### config.mk
export PLATFORM = sky130hd
export DESIGN_NAME = path_segment_speed_limits_top
export DESIGN_NICKNAME = d
export VERILOG_FILES = /design/src/hw/rtl/pssl_pkg.sv /design/src/hw/rtl/pssl_serial_div.sv /design/src/hw/rtl/path_segment_speed_limits_top.sv
export SDC_FILE = /design/constraint.sdc
export NUM_CORES = 2
export LEC_CHECK = 0
export BUFFER_PORTS_ARGS = -buffer_cell sky130_fd_sc_hd__clkbuf_2
export CAP_MARGIN = 20
export CORE_ASPECT_RATIO = 0.9
export CORE_UTILIZATION = 40
export DETAILED_ROUTE_END_ITERATION = 10
export HOLD_SLACK_MARGIN = 0.15
export PLACE_DENSITY_LB_ADDON = 0.2
export SYNTH_ARGS = -nofsm -noshare
export SYNTH_HDL_FRONTEND = slang
export SYNTH_HIERARCHICAL = 1
export SYNTH_SLANG_ARGS = --single-unit
### constraint.sdc
create_clock -name clk -period 13.36 [get_ports clk]
set_clock_uncertainty 0.05 [all_clocks]
set_input_delay 0.668 -clock clk [delete_from_list [all_inputs] [get_ports clk]]
set_output_delay 0.668 -clock clk [all_outputs]
set_load 0.01 [all_outputs]
### src/hw/rtl/pssl_pkg.sv
// Shared widths, constants and register indexes for the segment speed limit block.
package pssl_pkg;
	localparam int unsigned AxesDefault = 6;
	localparam int unsigned AngleW = 32;
	localparam int unsigned QW = 32;
	localparam int unsigned ShareW = 17;
	localparam int unsigned CountW = 10;
	localparam int unsigned CfgIdxW = 2;
	localparam logic [QW-1:0] Sat32 = '1;
	localparam logic [ShareW-1:0] OneQ16 = 17'h10000;
	localparam logic [CountW-1:0] CountMax = '1;

	typedef enum logic [CfgIdxW-1:0] {
		REG_VEL_LIMIT  = 2'd0,
		REG_ACC_LIMIT  = 2'd1,
		REG_VEL_STEP   = 2'd2,
		REG_HALF_COUNT = 2'd3
	} cfg_reg_t;
endpackage

### src/hw/rtl/pssl_serial_div.sv
// Restoring divider, one quotient bit per cycle, used for every quotient of the block.
module pssl_serial_div #(
	parameter int unsigned NumW = 48,
	parameter int unsigned DenW = 34
) (
	input  logic            clk,
	input  logic            arst_n,
	input  logic            start,
	input  logic [NumW-1:0] num,
	input  logic [DenW-1:0] den,
	output logic            done,
	output logic [NumW-1:0] quot
);
	localparam int unsigned CntW = $clog2(NumW + 1);
	localparam logic [CntW-1:0] Steps = CntW'(NumW);

	logic [CntW-1:0] cnt_q;
	logic            busy_q;
	logic [NumW-1:0] quot_q;
	logic [DenW:0]   rem_q;
	logic [DenW-1:0] den_q;
	logic [DenW:0]   trial;
	logic [DenW:0]   diff;

	assign trial = {rem_q[DenW-1:0], quot_q[NumW-1]};
	assign diff  = trial - {1'b0, den_q};

	always_ff @(posedge clk or negedge arst_n) begin
		if (!arst_n) begin
			busy_q <= 1'b0;
			cnt_q  <= '0;
			done   <= 1'b0;
		end else begin
			done <= 1'b0;
			if (start) begin
				busy_q <= 1'b1;
				cnt_q  <= Steps;
			end else if (busy_q) begin
				cnt_q <= cnt_q - 1'b1;
				if (cnt_q == CntW'(1)) begin
					busy_q <= 1'b0;
					done   <= 1'b1;
				end
			end
		end
	end

	always_ff @(posedge clk) begin
		if (start) begin
			quot_q <= num;
			rem_q  <= '0;
			den_q  <= den;
		end else if (busy_q) begin
			if (!diff[DenW]) begin
				rem_q  <= diff;
				quot_q <= {quot_q[NumW-2:0], 1'b1};
			end else begin
				rem_q  <= trial;
				quot_q <= {quot_q[NumW-2:0], 1'b0};
			end
		end
	end

	assign quot = quot_q;
endmodule

### src/hw/rtl/path_segment_speed_limits_top.sv
// Top level of the segment speed limit block: sequencer around serial arithmetic units.
// Usage:
//   s_axis carries one joint waypoint per transaction: tdata holds the AXES angles
//   (signed Q16.16, axis 0 lowest), tlast marks the final waypoint of a path.
//   m_axis carries one result per segment: tdata holds length, velocity limit,
//   acceleration limit and corner limit (Q16.16 each), tlast marks the path end.
//   The user writes configuration (cfg_we/cfg_index/cfg_data) while idle, not enforced.
// Sequencing:
//   One waypoint at a time. A dropped or first waypoint passes only through the compare
//   step. For a segment, squared terms come from a bit-serial multiply with an
//   accumulate per axis, the root runs one result bit per cycle, and the share and
//   the three quotients per axis go through one shared restoring divider, each
//   division being 48 steps plus a start and a capture.
// Reset:
//   arst_n clears the path state, loads the register defaults, and empties the
//   output register.
// Stall:
//   The result sits in the output register until m_axis_tready; the next waypoint
//   is taken meanwhile, its result waits in the last step and holds s_axis_tready low.
module path_segment_speed_limits_top #(
	parameter int unsigned AXES = pssl_pkg::AxesDefault
) (
	input  logic                     clk,
	input  logic                     arst_n,
	// fields from lowest bit: angle_axis0 .. angle_axis(AXES-1)
	input  logic [AXES*pssl_pkg::AngleW-1:0] s_axis_tdata,
	input  logic                     s_axis_tlast,
	input  logic                     s_axis_tvalid,
	output logic                     s_axis_tready,
	// fields from lowest bit: segment_length, segment_velocity_limit,
	// segment_acceleration_limit, corner_velocity_limit
	output logic [4*pssl_pkg::QW-1:0] m_axis_tdata,
	output logic                     m_axis_tlast,
	output logic                     m_axis_tvalid,
	input  logic                     m_axis_tready,
	input  logic                     cfg_we,
	input  logic [pssl_pkg::CfgIdxW-1:0] cfg_index,
	input  logic [pssl_pkg::QW-1:0]  cfg_data
);
	import pssl_pkg::*;

	localparam int unsigned AxW = (AXES > 1) ? $clog2(AXES) : 1;
	localparam logic [AxW-1:0] LastAx = AxW'(AXES - 1);
	localparam int unsigned MagW = 33;
	localparam int unsigned SumW = 72;
	localparam int unsigned DivNW = 48;
	localparam int unsigned DivDW = 34;

	typedef enum logic [3:0] {
		S_IDLE, S_CMP, S_SQ, S_SQACC, S_ROOT, S_SHARE, S_VEL, S_ACC, S_COR, S_OUT
	} state_t;

	// configuration
	logic [QW-1:0]     vel_lim_q, acc_lim_q, vel_step_q;
	logic [CountW-1:0] half_cnt_q;

	always_ff @(posedge clk or negedge arst_n) begin
		if (!arst_n) begin
			vel_lim_q  <= 32'h0001_0000;
			acc_lim_q  <= 32'h0001_0000;
			vel_step_q <= 32'h0001_0000;
			half_cnt_q <= CountW'(100);
		end else if (cfg_we) begin
			unique case (cfg_reg_t'(cfg_index))
				REG_VEL_LIMIT:  vel_lim_q  <= cfg_data;
				REG_ACC_LIMIT:  acc_lim_q  <= cfg_data;
				REG_VEL_STEP:   vel_step_q <= cfg_data;
				REG_HALF_COUNT: half_cnt_q <= cfg_data[CountW-1:0];
				default: ;
			endcase
		end
	end

	state_t            state_q;
	logic [AngleW-1:0] prev_pt_q [AXES];
	logic [AngleW-1:0] pt_q [AXES];
	logic [ShareW-1:0] prev_sh_q [AXES];
	logic [ShareW-1:0] sh_q [AXES];
	logic              last_q, pt_valid_q, sh_valid_q;
	logic [CountW-1:0] seg_cnt_q;
	logic [AxW-1:0]    ax_q;
	logic [5:0]        bit_q;
	logic [SumW-1:0]   sum_q;
	logic              ovf_q;
	logic [MagW-1:0]   mag_q;      // multiplier shifted out bit by bit
	logic [2*MagW-1:0] prod_q;     // partial product, shifted right each step
	logic [SumW-1:0]   rad_q, root_q, rem_q;
	logic [QW-1:0]     len_q, vlim_q, alim_q, cor_q;
	logic              div_start_q;
	logic              out_full_q;

	// per-axis magnitude of the current axis
	logic signed [AngleW:0] dcur;
	logic [MagW-1:0]        mcur;
	assign dcur = $signed({pt_q[ax_q][AngleW-1], pt_q[ax_q]})
		- $signed({prev_pt_q[ax_q][AngleW-1], prev_pt_q[ax_q]});
	assign mcur = dcur[AngleW] ? MagW'(-dcur) : MagW'(dcur);

	// upper half of the product plus the multiplicand when the multiplier bit is set
	logic [MagW:0] sq_hi;
	assign sq_hi = prod_q[2*MagW-1:QW] + (mag_q[0] ? {1'b0, mcur} : '0);

	// square root, one result bit per cycle over two radicand bits
	logic [SumW-1:0] rtrial, rrem;
	assign rrem   = {rem_q[SumW-3:0], rad_q[SumW-1:SumW-2]};
	assign rtrial = {root_q[SumW-3:0], 2'b01};

	// shared divider
	logic [DivNW-1:0] div_num;
	logic [DivDW-1:0] div_den;
	logic             div_done;
	logic [DivNW-1:0] div_quot;
	logic             halve;
	logic [ShareW-1:0] sh_cur, sh_diff;

	assign halve   = seg_cnt_q < half_cnt_q;
	assign sh_cur  = sh_q[ax_q];
	assign sh_diff = (sh_cur > prev_sh_q[ax_q]) ? sh_cur - prev_sh_q[ax_q]
		: prev_sh_q[ax_q] - sh_cur;

	always_comb begin
		div_num = '0;
		div_den = '0;
		unique case (state_q)
			S_SHARE: begin
				div_num = {mcur[31:0], 16'h0};
				div_den = DivDW'(len_q);
			end
			S_VEL: begin
				div_num = {vel_lim_q, 16'h0};
				div_den = DivDW'({sh_cur, 1'b0}) >> !halve;
			end
			S_ACC: begin
				div_num = {acc_lim_q, 16'h0};
				div_den = DivDW'({sh_cur, 1'b0}) >> !halve;
			end
			S_COR: begin
				div_num = {vel_step_q, 16'h0};
				div_den = DivDW'(sh_diff);
			end
			default: ;
		endcase
	end

	pssl_serial_div #(.NumW(DivNW), .DenW(DivDW)) u_div (
		.clk   (clk),
		.arst_n(arst_n),
		.start (div_start_q),
		.num   (div_num),
		.den   (div_den),
		.done  (div_done),
		.quot  (div_quot)
	);

	logic [QW-1:0] qsat;
	assign qsat = (div_den == '0 || div_quot[DivNW-1:QW] != '0) ? Sat32 : div_quot[QW-1:0];

	logic same;
	always_comb begin
		same = 1'b1;
		for (int a = 0; a < AXES; a++)
			if (pt_q[a] != prev_pt_q[a]) same = 1'b0;
	end

	// load the output register when it is empty or being drained this cycle
	logic out_load;
	assign out_load = (state_q == S_OUT) && (!out_full_q || m_axis_tready);

	assign s_axis_tready = (state_q == S_IDLE);
	assign m_axis_tvalid = out_full_q;

	always_ff @(posedge clk or negedge arst_n) begin
		if (!arst_n) begin
			state_q     <= S_IDLE;
			pt_valid_q  <= 1'b0;
			sh_valid_q  <= 1'b0;
			seg_cnt_q   <= '0;
			out_full_q  <= 1'b0;
			div_start_q <= 1'b0;
			for (int a = 0; a < AXES; a++) begin
				prev_pt_q[a] <= '0;
				prev_sh_q[a] <= '0;
			end
		end else begin
			div_start_q <= 1'b0;
			priority if (out_load) out_full_q <= 1'b1;
			else if (m_axis_tready) out_full_q <= 1'b0;
			unique case (state_q)
				S_IDLE: if (s_axis_tvalid) begin
					for (int a = 0; a < AXES; a++)
						pt_q[a] <= s_axis_tdata[a*AngleW +: AngleW];
					last_q  <= s_axis_tlast;
					state_q <= S_CMP;
				end
				S_CMP: begin
					if (!pt_valid_q || same) begin
						// first waypoint loads the point; a duplicate is dropped
						for (int a = 0; a < AXES; a++) prev_pt_q[a] <= pt_q[a];
						pt_valid_q <= !last_q;
						if (last_q) begin
							sh_valid_q <= 1'b0;
							seg_cnt_q  <= '0;
						end
						state_q <= S_IDLE;
					end else begin
						ax_q    <= '0;
						sum_q   <= '0;
						ovf_q   <= 1'b0;
						state_q <= S_SQ;
						bit_q   <= '0;
						prod_q  <= '0;
						mag_q   <= '0;
					end
				end
				S_SQ: begin
					// shift-add square of |d|, one multiplier bit per cycle
					if (bit_q == 6'd0) begin
						mag_q  <= mcur;
						prod_q <= '0;
						bit_q  <= 6'd1;
						if (mcur[32]) ovf_q <= 1'b1;
					end else begin
						mag_q  <= mag_q >> 1;
						prod_q <= {1'b0, sq_hi, prod_q[QW-1:1]};
						if (bit_q == 6'd32) state_q <= S_SQACC;
						bit_q <= bit_q + 6'd1;
					end
				end
				S_SQACC: begin
					if (!mcur[32]) begin
						if ((SumW'(prod_q) + sum_q) > SumW'(64'hFFFF_FFFF_FFFF_FFFF))
							ovf_q <= 1'b1;
						sum_q <= sum_q + SumW'(prod_q);
					end
					bit_q <= '0;
					if (ax_q == LastAx) begin
						state_q <= S_ROOT;
						rad_q   <= sum_q + (mcur[32] ? '0 : SumW'(prod_q));
						root_q  <= '0;
						rem_q   <= '0;
					end else begin
						ax_q    <= ax_q + 1'b1;
						state_q <= S_SQ;
					end
				end
				S_ROOT: begin
					rad_q <= rad_q << 2;
					if (rrem >= rtrial) begin
						rem_q  <= rrem - rtrial;
						root_q <= {root_q[SumW-2:0], 1'b1};
					end else begin
						rem_q  <= rrem;
						root_q <= {root_q[SumW-2:0], 1'b0};
					end
					bit_q <= bit_q + 6'd1;
					if (bit_q == 6'd35) begin
						state_q <= S_SHARE;
						ax_q    <= '0;
						bit_q   <= '0;
						vlim_q  <= Sat32;
						alim_q  <= Sat32;
						cor_q   <= Sat32;
					end
				end
				S_SHARE: begin
					if (bit_q == 6'd0) begin
						len_q <= (ovf_q || root_q[SumW-1:QW] != '0) ? Sat32 : root_q[QW-1:0];
						bit_q <= 6'd1;
					end else if (bit_q == 6'd1) begin
						div_start_q <= 1'b1;
						bit_q       <= 6'd2;
					end else if (div_done) begin
						sh_q[ax_q] <= (div_quot > DivNW'(OneQ16)) ? OneQ16 : div_quot[ShareW-1:0];
						bit_q      <= 6'd1;
						if (ax_q == LastAx) begin
							ax_q    <= '0;
							state_q <= S_VEL;
						end else ax_q <= ax_q + 1'b1;
					end
				end
				S_VEL, S_ACC, S_COR: begin
					if (bit_q == 6'd1) begin
						div_start_q <= 1'b1;
						bit_q       <= 6'd2;
					end else if (div_done) begin
						bit_q <= 6'd1;
						if (state_q == S_VEL && qsat < vlim_q) vlim_q <= qsat;
						if (state_q == S_ACC && qsat < alim_q) alim_q <= qsat;
						if (state_q == S_COR && qsat < cor_q)  cor_q  <= qsat;
						if (ax_q == LastAx) begin
							ax_q <= '0;
							priority if (state_q == S_VEL) state_q <= S_ACC;
							else if (state_q == S_ACC) state_q <= S_COR;
							else state_q <= S_OUT;
						end else ax_q <= ax_q + 1'b1;
					end
				end
				S_OUT: if (out_load) begin
					m_axis_tdata <= {(sh_valid_q ? cor_q : QW'(0)), alim_q, vlim_q, len_q};
					m_axis_tlast <= last_q;
					for (int a = 0; a < AXES; a++) begin
						prev_pt_q[a] <= pt_q[a];
						prev_sh_q[a] <= sh_q[a];
					end
					if (last_q) begin
						pt_valid_q <= 1'b0;
						sh_valid_q <= 1'b0;
						seg_cnt_q  <= '0;
					end else begin
						sh_valid_q <= 1'b1;
						if (seg_cnt_q != CountMax) seg_cnt_q <= seg_cnt_q + 1'b1;
					end
					state_q <= S_IDLE;
				end
				default: state_q <= S_IDLE;
			endcase
		end
	end
endmodule
Yosys cells after proc, flatten, opt, wreduce, memory -nomap -nowiden
Memories as Yosys holds them, arrays and structs flattened. A register that Yosys moved wholly into a read port is not among the register bits.
Cells that the tools add are included.
{"block": "classes", "n_addsub": 13, "magnitude_cmp": 9, "n_eq_ne": 50, "shifts": 1, "n_mux": 131, "bitwise_logic": 1, "reduce_logical": 60}
{"op": "72-bit one-hot mux with 2 select lines", "n": 3}
{"op": "32-bit 2-to-1 mux", "n": 13}
{"op": "192-bit 2-to-1 mux", "n": 2}
{"op": "192-bit one-hot mux with 2 select lines", "n": 1}
{"op": "72-bit 2-to-1 mux", "n": 4}
{"op": "32-bit inequality test", "n": 6}
{"op": "32-bit one-hot mux with 2 select lines", "n": 3}
{"op": "48-bit one-hot mux with 4 select lines", "n": 1}
{"op": "72-bit by 66-bit adder with 72-bit output", "n": 2}
{"op": "70-bit one-hot mux with 2 select lines", "n": 1}
{"op": "33-bit 2-to-1 mux", "n": 4}
{"op": "66-bit 2-to-1 mux", "n": 2}
{"op": "66-bit one-hot mux with 2 select lines", "n": 1}
{"op": "34-bit one-hot mux with 3 select lines", "n": 1}
{"op": "32-bit binary-select mux with 3-bit select", "n": 1}
{"op": "32-bit < comparator", "n": 3}
{"op": "48-bit 2-to-1 mux", "n": 2}
{"op": "72-bit greater-or-equal comparator", "n": 1}
{"op": "72-bit by 64-bit > comparator with 1-bit output, second input constant", "n": 1}
{"op": "70-bit 2-to-1 mux", "n": 1}
{"op": "70-bit subtractor", "n": 1}
{"op": "17-bit 2-to-1 mux", "n": 4}
{"op": "33-bit one-hot mux with 2 select lines", "n": 1}
{"op": "65-bit 2-to-1 mux", "n": 1}
{"op": "other kinds (64)", "n": 205}
{"block": "totals", "reg_bits": 1093, "ramBits": 294, "in_bits": 232, "out_inout_bits": 131, "word_cells": 306, "memories": 2}
{"memory": "pt_q", "words": 6, "width": 32, "read_ports": 7, "rd_ports_with_merged_regs": 1, "wr": 6, "line": "path_segment_speed_limits_top.sv:76", "text": "logic [AngleW-1:0] pt_q [AXES];"}
{"memory": "sh_q", "words": 6, "width": 17, "read_ports": 7, "rd_ports_with_merged_regs": 7, "wr": 1, "line": "path_segment_speed_limits_top.sv:78", "text": "logic [ShareW-1:0] sh_q [AXES];"}

Depth between registers and ports, before layout
{"block": "depth", "ltp_word": 16, "mapped_depth": 39}

Modules after synthesis
Netlist, hierarchy kept.
{"mod": "path_segment_speed_limits_top", "n_inst": 1, "cells_each": 7190, "area_per_inst_um2": 78203.8, "seq_area_each_um2": 39955.8}
{"mod": "pssl_serial_div", "n_inst": 1, "cells_each": 684, "area_per_inst_um2": 6966.7, "seq_area_each_um2": 3343.2}

Worst setup path after synthesis
Ideal clock, no wire load.
{"block": "synth_path", "kind": "reg-to-reg", "start": "register state_q[3]", "end": "register rad_q[0] (enable)", "setup_ns": 0.791, "arrival_time_ns": 10.695, "t_required_ns": 12.519, "path_slack_ns": 1.824, "stages_incl_launch_ff": 8, "cell_sequence": "dfrtp_1 > clkbuf_1 > nand2b_1 > nor3_1 > clkbuf_1 > clkbuf_1 > nor2_1 > nor2_1"}
{"block": "synth_via", "elab_chain_len": 3}
{"item": "start, declared", "line": "path_segment_speed_limits_top.sv:74", "text": "state_t state_q;"}
{"item": "start signal, assigned", "line": "path_segment_speed_limits_top.sv:174", "text": "state_q <= S_IDLE;"}
{"item": "start signal, assigned", "line": "path_segment_speed_limits_top.sv:193", "text": "state_q <= S_CMP;"}
{"item": "start signal, assigned", "line": "path_segment_speed_limits_top.sv:204", "text": "state_q <= S_IDLE;"}
{"item": "4-bit by 2-bit == test with 1-bit output or 4-bit by 3-bit == test with 1-bit output (tied branches)", "line": "path_segment_speed_limits_top.sv:188", "text": "unique case (state_q)"}
{"item": "2-bit inequality test (no line) or 2-bit nonzero test (tied branches)"}
{"item": "3-bit AND reduction (no line) (*)"}
{"item": "end signal, assigned", "line": "path_segment_speed_limits_top.sv:238", "text": "rad_q <= sum_q + (mcur[32] ? '0 : SumW'(prod_q));"}
{"item": "end signal, assigned", "line": "path_segment_speed_limits_top.sv:247", "text": "rad_q <= rad_q << 2;"}
{"item": "end, declared", "line": "path_segment_speed_limits_top.sv:87", "text": "logic [SumW-1:0] rad_q, root_q, rem_q;"}
Mark *: on every way between the ends. The rest lies on a longest branch, timed or not.
A chain may end at the register's enable or synchronous reset.

Worst setup path in the final report
{"block": "layout_path", "start": "register ax_q[0]", "end": "register rad_q[59] (data pin)"}
{"block": "layout_via", "elab_chain_len": 11}
{"item": "start, declared", "line": "path_segment_speed_limits_top.sv:81", "text": "logic [AxW-1:0] ax_q;"}
{"item": "start signal, assigned", "line": "path_segment_speed_limits_top.sv:242", "text": "ax_q <= ax_q + 1'b1;"}
{"item": "start signal, assigned", "line": "path_segment_speed_limits_top.sv:278", "text": "end else ax_q <= ax_q + 1'b1;"}
{"item": "start signal, assigned", "line": "path_segment_speed_limits_top.sv:295", "text": "end else ax_q <= ax_q + 1'b1;"}
{"item": "3-bit inverter with 4-bit output (implied by the code) (*)", "line": "path_segment_speed_limits_top.sv:96", "text": "- $signed({prev_pt_q[ax_q][AngleW-1], prev_pt_q[ax_q]});"}
{"item": "32-bit binary-select mux with 3-bit select (*)", "line": "path_segment_speed_limits_top.sv:96"}
{"item": "32-bit 2-to-1 mux (implied by the code) (*) (2 in series)", "line": "path_segment_speed_limits_top.sv:96"}
{"item": "32-bit by 32-bit subtractor with 33-bit output (*)", "line": "path_segment_speed_limits_top.sv:96"}
{"item": "33-bit negator", "line": "path_segment_speed_limits_top.sv:97", "text": "assign mcur = dcur[AngleW] ? MagW'(-dcur) : MagW'(dcur);"}
{"item": "33-bit 2-to-1 mux (*)", "line": "path_segment_speed_limits_top.sv:97"}
{"item": "66-bit 2-to-1 mux (*)", "line": "path_segment_speed_limits_top.sv:238"}
{"item": "72-bit by 66-bit adder with 72-bit output (*)", "line": "path_segment_speed_limits_top.sv:238"}
{"item": "72-bit 2-to-1 mux (*)", "line": "path_segment_speed_limits_top.sv:236", "text": "if (ax_q == LastAx) begin"}
{"item": "72-bit one-hot mux with 2 select lines (*)", "line": "path_segment_speed_limits_top.sv:188"}
Mark *: on every way between the ends. The rest lies on a longest branch, timed or not. The select of a mux whose other input is x is not followed.

==> results by group <==
Run status
  • Outcome: finished clean

Setup path
  • Crit Path Class: register to register
  • FF-to-FF End: rad_q[59]
  • Slowest CP cell: or4_4
  • Critical Path RT: between 10 and 15 ns
  • Largest fanout on the critical path: 65
  • Crit end category: register
  • Worst r2r src: ax_q[0]
  • Setup crit start kind: register
  • R2R setup slack: 2.74 ns
  • Largest stage delay on the critical path: 0.82 ns
  • Worst Path Arrival: 11.10 ns
  • Cells on worst reg2reg path: 32

Global route
  • Pin count of the biggest net entering global routing: a little over 200
  • Initial antenna violation count: 23
  • Vias in the first global route: 62796
  • First-pass GRT wire length: 406.6 mm
  • Final global-route overflow total: 0
  • Total GRT Usage: 25.09%

Timing
  • Setup violations, final: 0
  • Final Critical Period: approximately 11 ns
  • Setup TNS: 0 ns
  • Max-slew headroom: 14.33%
  • Slew Limit Fails: 0
  • Maximum clock frequency: 94.13 MHz
  • Final worst slack: ~2.7 ns
  • RSZ-0062 raised after global routing: no
  • Final worst-path cycle share: 79.52%
  • Tightest Pin Transition: 1.285 ns
  • Fin. Hold Viols: 0

Drt
  • Vias: 64289
  • Initial DRC Count: about 5800
  • Vias/cell: 5.647
  • Top Layer Used: met5
  • Met2 WL: between 100 and 150 mm
  • Detailed Routing Iterations Pass 1: 8
  • DRC: 0
  • Met3 wire len: 15.21 mm
  • WL final: 274.3 mm
  • DRT met1 WL: about 120 mm
  • Final antenna-violating net count: 0
  • Wire per inst: between 20 and 25 um

Synthesis
  • Syn Area/Cell: roughly 11 um^2
  • Ys flop type: edfxtp_1
  • Gate count of the mapped netlist: 7874
  • Mapped cell area: 85170 um^2
  • Flops & latches, synth: 1525
  • Sequential share of the synthesized area: 50.84%
  • Post-synth EDFFs: around 1100
  • Distinct cells, synth: 99
  • Syn. warnings: 6
  • Synth async-reset ratio: 27.93%

Floorplan
  • Die width: 488.4 um
  • Row count: 160
  • Die area: 214800 um^2
  • Height of the die: 439.8 um
  • Initial Utilization: about 40%
  • Core area: 211400 um^2
  • # IOs: about 360

Power
  • VDD IR max: approximately 0.30 mV
  • Power Dens Cells: about 260 nW/um^2
  • Pleak: between 30 and 40 nW
  • Design Power: 25.25 mW

Clock network
  • Worst skew pair latency: 0.85 ns
  • H-tree depth: 4
  • CTS sink cnt: 1525
  • Clock transition at the registers of the reported paths: 0.06 ns
  • TritonCTS clock tree: yes
  • Clk buf depth: 3
  • Resized Gates After CTS: 0
  • TritonCTS Buffers: 170
  • Clk root buf: clkbuf_16

Job
  • Max Cap Violations: 0

Cells and area
  • Most frequent cells in the layout: edfxtp_1 (1062), nand2_1 (868), nor2_1 (618), a21oi_1 (509), ha_1 (445)
  • Finished Layout Cells: approximately 11000
  • Layout cell share with drive strength beyond 1: 14.51%
  • Final instance area: around 98000 um^2
  • Area growth, synth to finish: 15.49%
  • Most common cell after layout, fill and taps aside: edfxtp_1
  • Nets: 9081

Placed design
  • RD Place Congestion: 0.9512
  • Final HPWL DP: 202.6 mm
  • IO buf count: 362
  • DP Area: 90250 um^2
  • Placed cells: 10832
  • Pre-CTS WS: 2.931 ns

Worst hold path
  • Hold Path Sink: half_cnt_q[2]
  • Min-delay worst type: input port to register
  • Hold Startpoint: cfg_data[2]
  • Hold depth: 2
logic make-up (layout without fill, tap and decap cells):
logic type | Yosys count | in the layout | synth area share [%]
simple gates | 2412 | 2412 | 13.22
compound gates | 1725 | 1725 | 13.16
flops | 1525 | 1525 | 50.84
buf+inv | 752 | 1404 | 3.488
mux | 512 | 512 | 7.483
xor+xnor | 495 | 495 | 5.099
fa+ha+maj | 452 | 452 | 6.702
other cells | 1 | 25 | 0.004403
worst max-delay path, delay by kind of cell, from the launching register on:
kind                     cells  cell delay, ns
AO/OA/AOI/OAI               18            4.72
XOR/XNOR                     2            0.37
adder cells (fa/ha/maj)      3            1.01
buffers and inverters        3            0.88
flip-flops                   1            0.58
AND/OR/NAND/NOR              6            2.58
metal layers:
metal | up-vias | GRT usage, %
met5 | - | 0
met4 | 6 | 8.912
met3 | 447 | 3.271
met2 | 2065 | 39.74
met1 | 31882 | 35.13
li1 | 29889 | -
registers in the layout (all words and copies together) (netlist names), 33 cells and up, named ones only:
register,count
m_axis_tdata,128
u_div/rem_q,34
rad_q,72
sum_q,72
prod_q,65
sh_q,136
u_div/quot,48
pt_q,192
u_div/den_q,34
mag_q,33
rem_q,70
root_q,72
prev_pt_q,192
prev_sh_q,102
area by class of cell:
type,instances,area [um^2]
tap,2835,3547
clock inverter,104,1231
sequential,1525,43320
inverter,385,1445
antenna,7,17.52
clock buffer,214,4531
fill,19532,113000
timing repair buffer,701,5054
multi-input combinational,5614,39220
power breakdown:
group | total, mW | internal, mW | switching [mW]
sequential | 7.07 | 6.20 | 0.867
combinational | 13.3 | 4.95 | 8.38
clock | 4.85 | 2.78 | 2.07
timing repair:
item                      4_1_cts  5_1_grt
hold buffers                  224        0
hold endpoints to repair      317        0
buffers inserted                0        0
worst max path at each step:
stage	slack, ns	depth (start not counted)	startpoint	end
after CTS	2.85	32	ax_q[0]	rad_q[59]
after detailed placement	2.93	31	ax_q[0]	rad_q[56]
after global placement	2.91	32	ax_q[0]	rad_q[59]
after global routing	2.24	32	ax_q[0]	rad_q[59]
after floorplan	1.82	7	state_q[3]	rad_q[0]
final	2.74	32	ax_q[0]	rad_q[59]
Yosys cell counts (all sizes together), types with 15 or more instances:
library cell | n | area, um^2
edfxtp | 1062 | 31890
mux2i | 108 | 1081
dfrtp | 420 | 10510
nand2 | 870 | 3266
buf | 55 | 354.1
nand2b | 84 | 525.5
nor4 | 63 | 400.4
o31ai | 32 | 240.2
a21o | 187 | 1404
a211oi | 86 | 665.6
o21a | 33 | 247.7
nor2b | 69 | 431.7
o22ai | 15 | 93.84
or3 | 30 | 187.7
ha | 445 | 5568
nand3b | 38 | 285.3
clkbuf | 312 | 1171
o211ai | 32 | 245.2
mux2 | 338 | 3806
and4 | 15 | 131.4
xnor2 | 362 | 3171
a31oi | 56 | 350.3
mux4 | 66 | 1486
a221oi | 52 | 461.7
o221ai | 34 | 297.8
nand3 | 108 | 540.5
o21bai | 64 | 480.5
and3 | 102 | 638.1
dfxtp | 37 | 740.7
a21boi | 15 | 112.6
a21oi | 514 | 2595
xor2 | 133 | 1172
inv | 383 | 1438
nor2 | 627 | 2354
nand4 | 136 | 850.8
and2 | 130 | 813.3
nor3 | 93 | 475.5
a22oi | 129 | 968.4
o21ai | 324 | 1633
a311oi | 28 | 245.2
stage by stage:
step / util (%) / hold slack, ns
after floorplan: - / 0.3224
final: 46.53 / 0.2059
after CTS: 46.48 / 0.1521
after global routing: 46.52 / 0.1789
after global placement: 42.69 / 0.3878
after detailed placement: 42.69 / 0.3890
(Power assumes the default switching activity.)
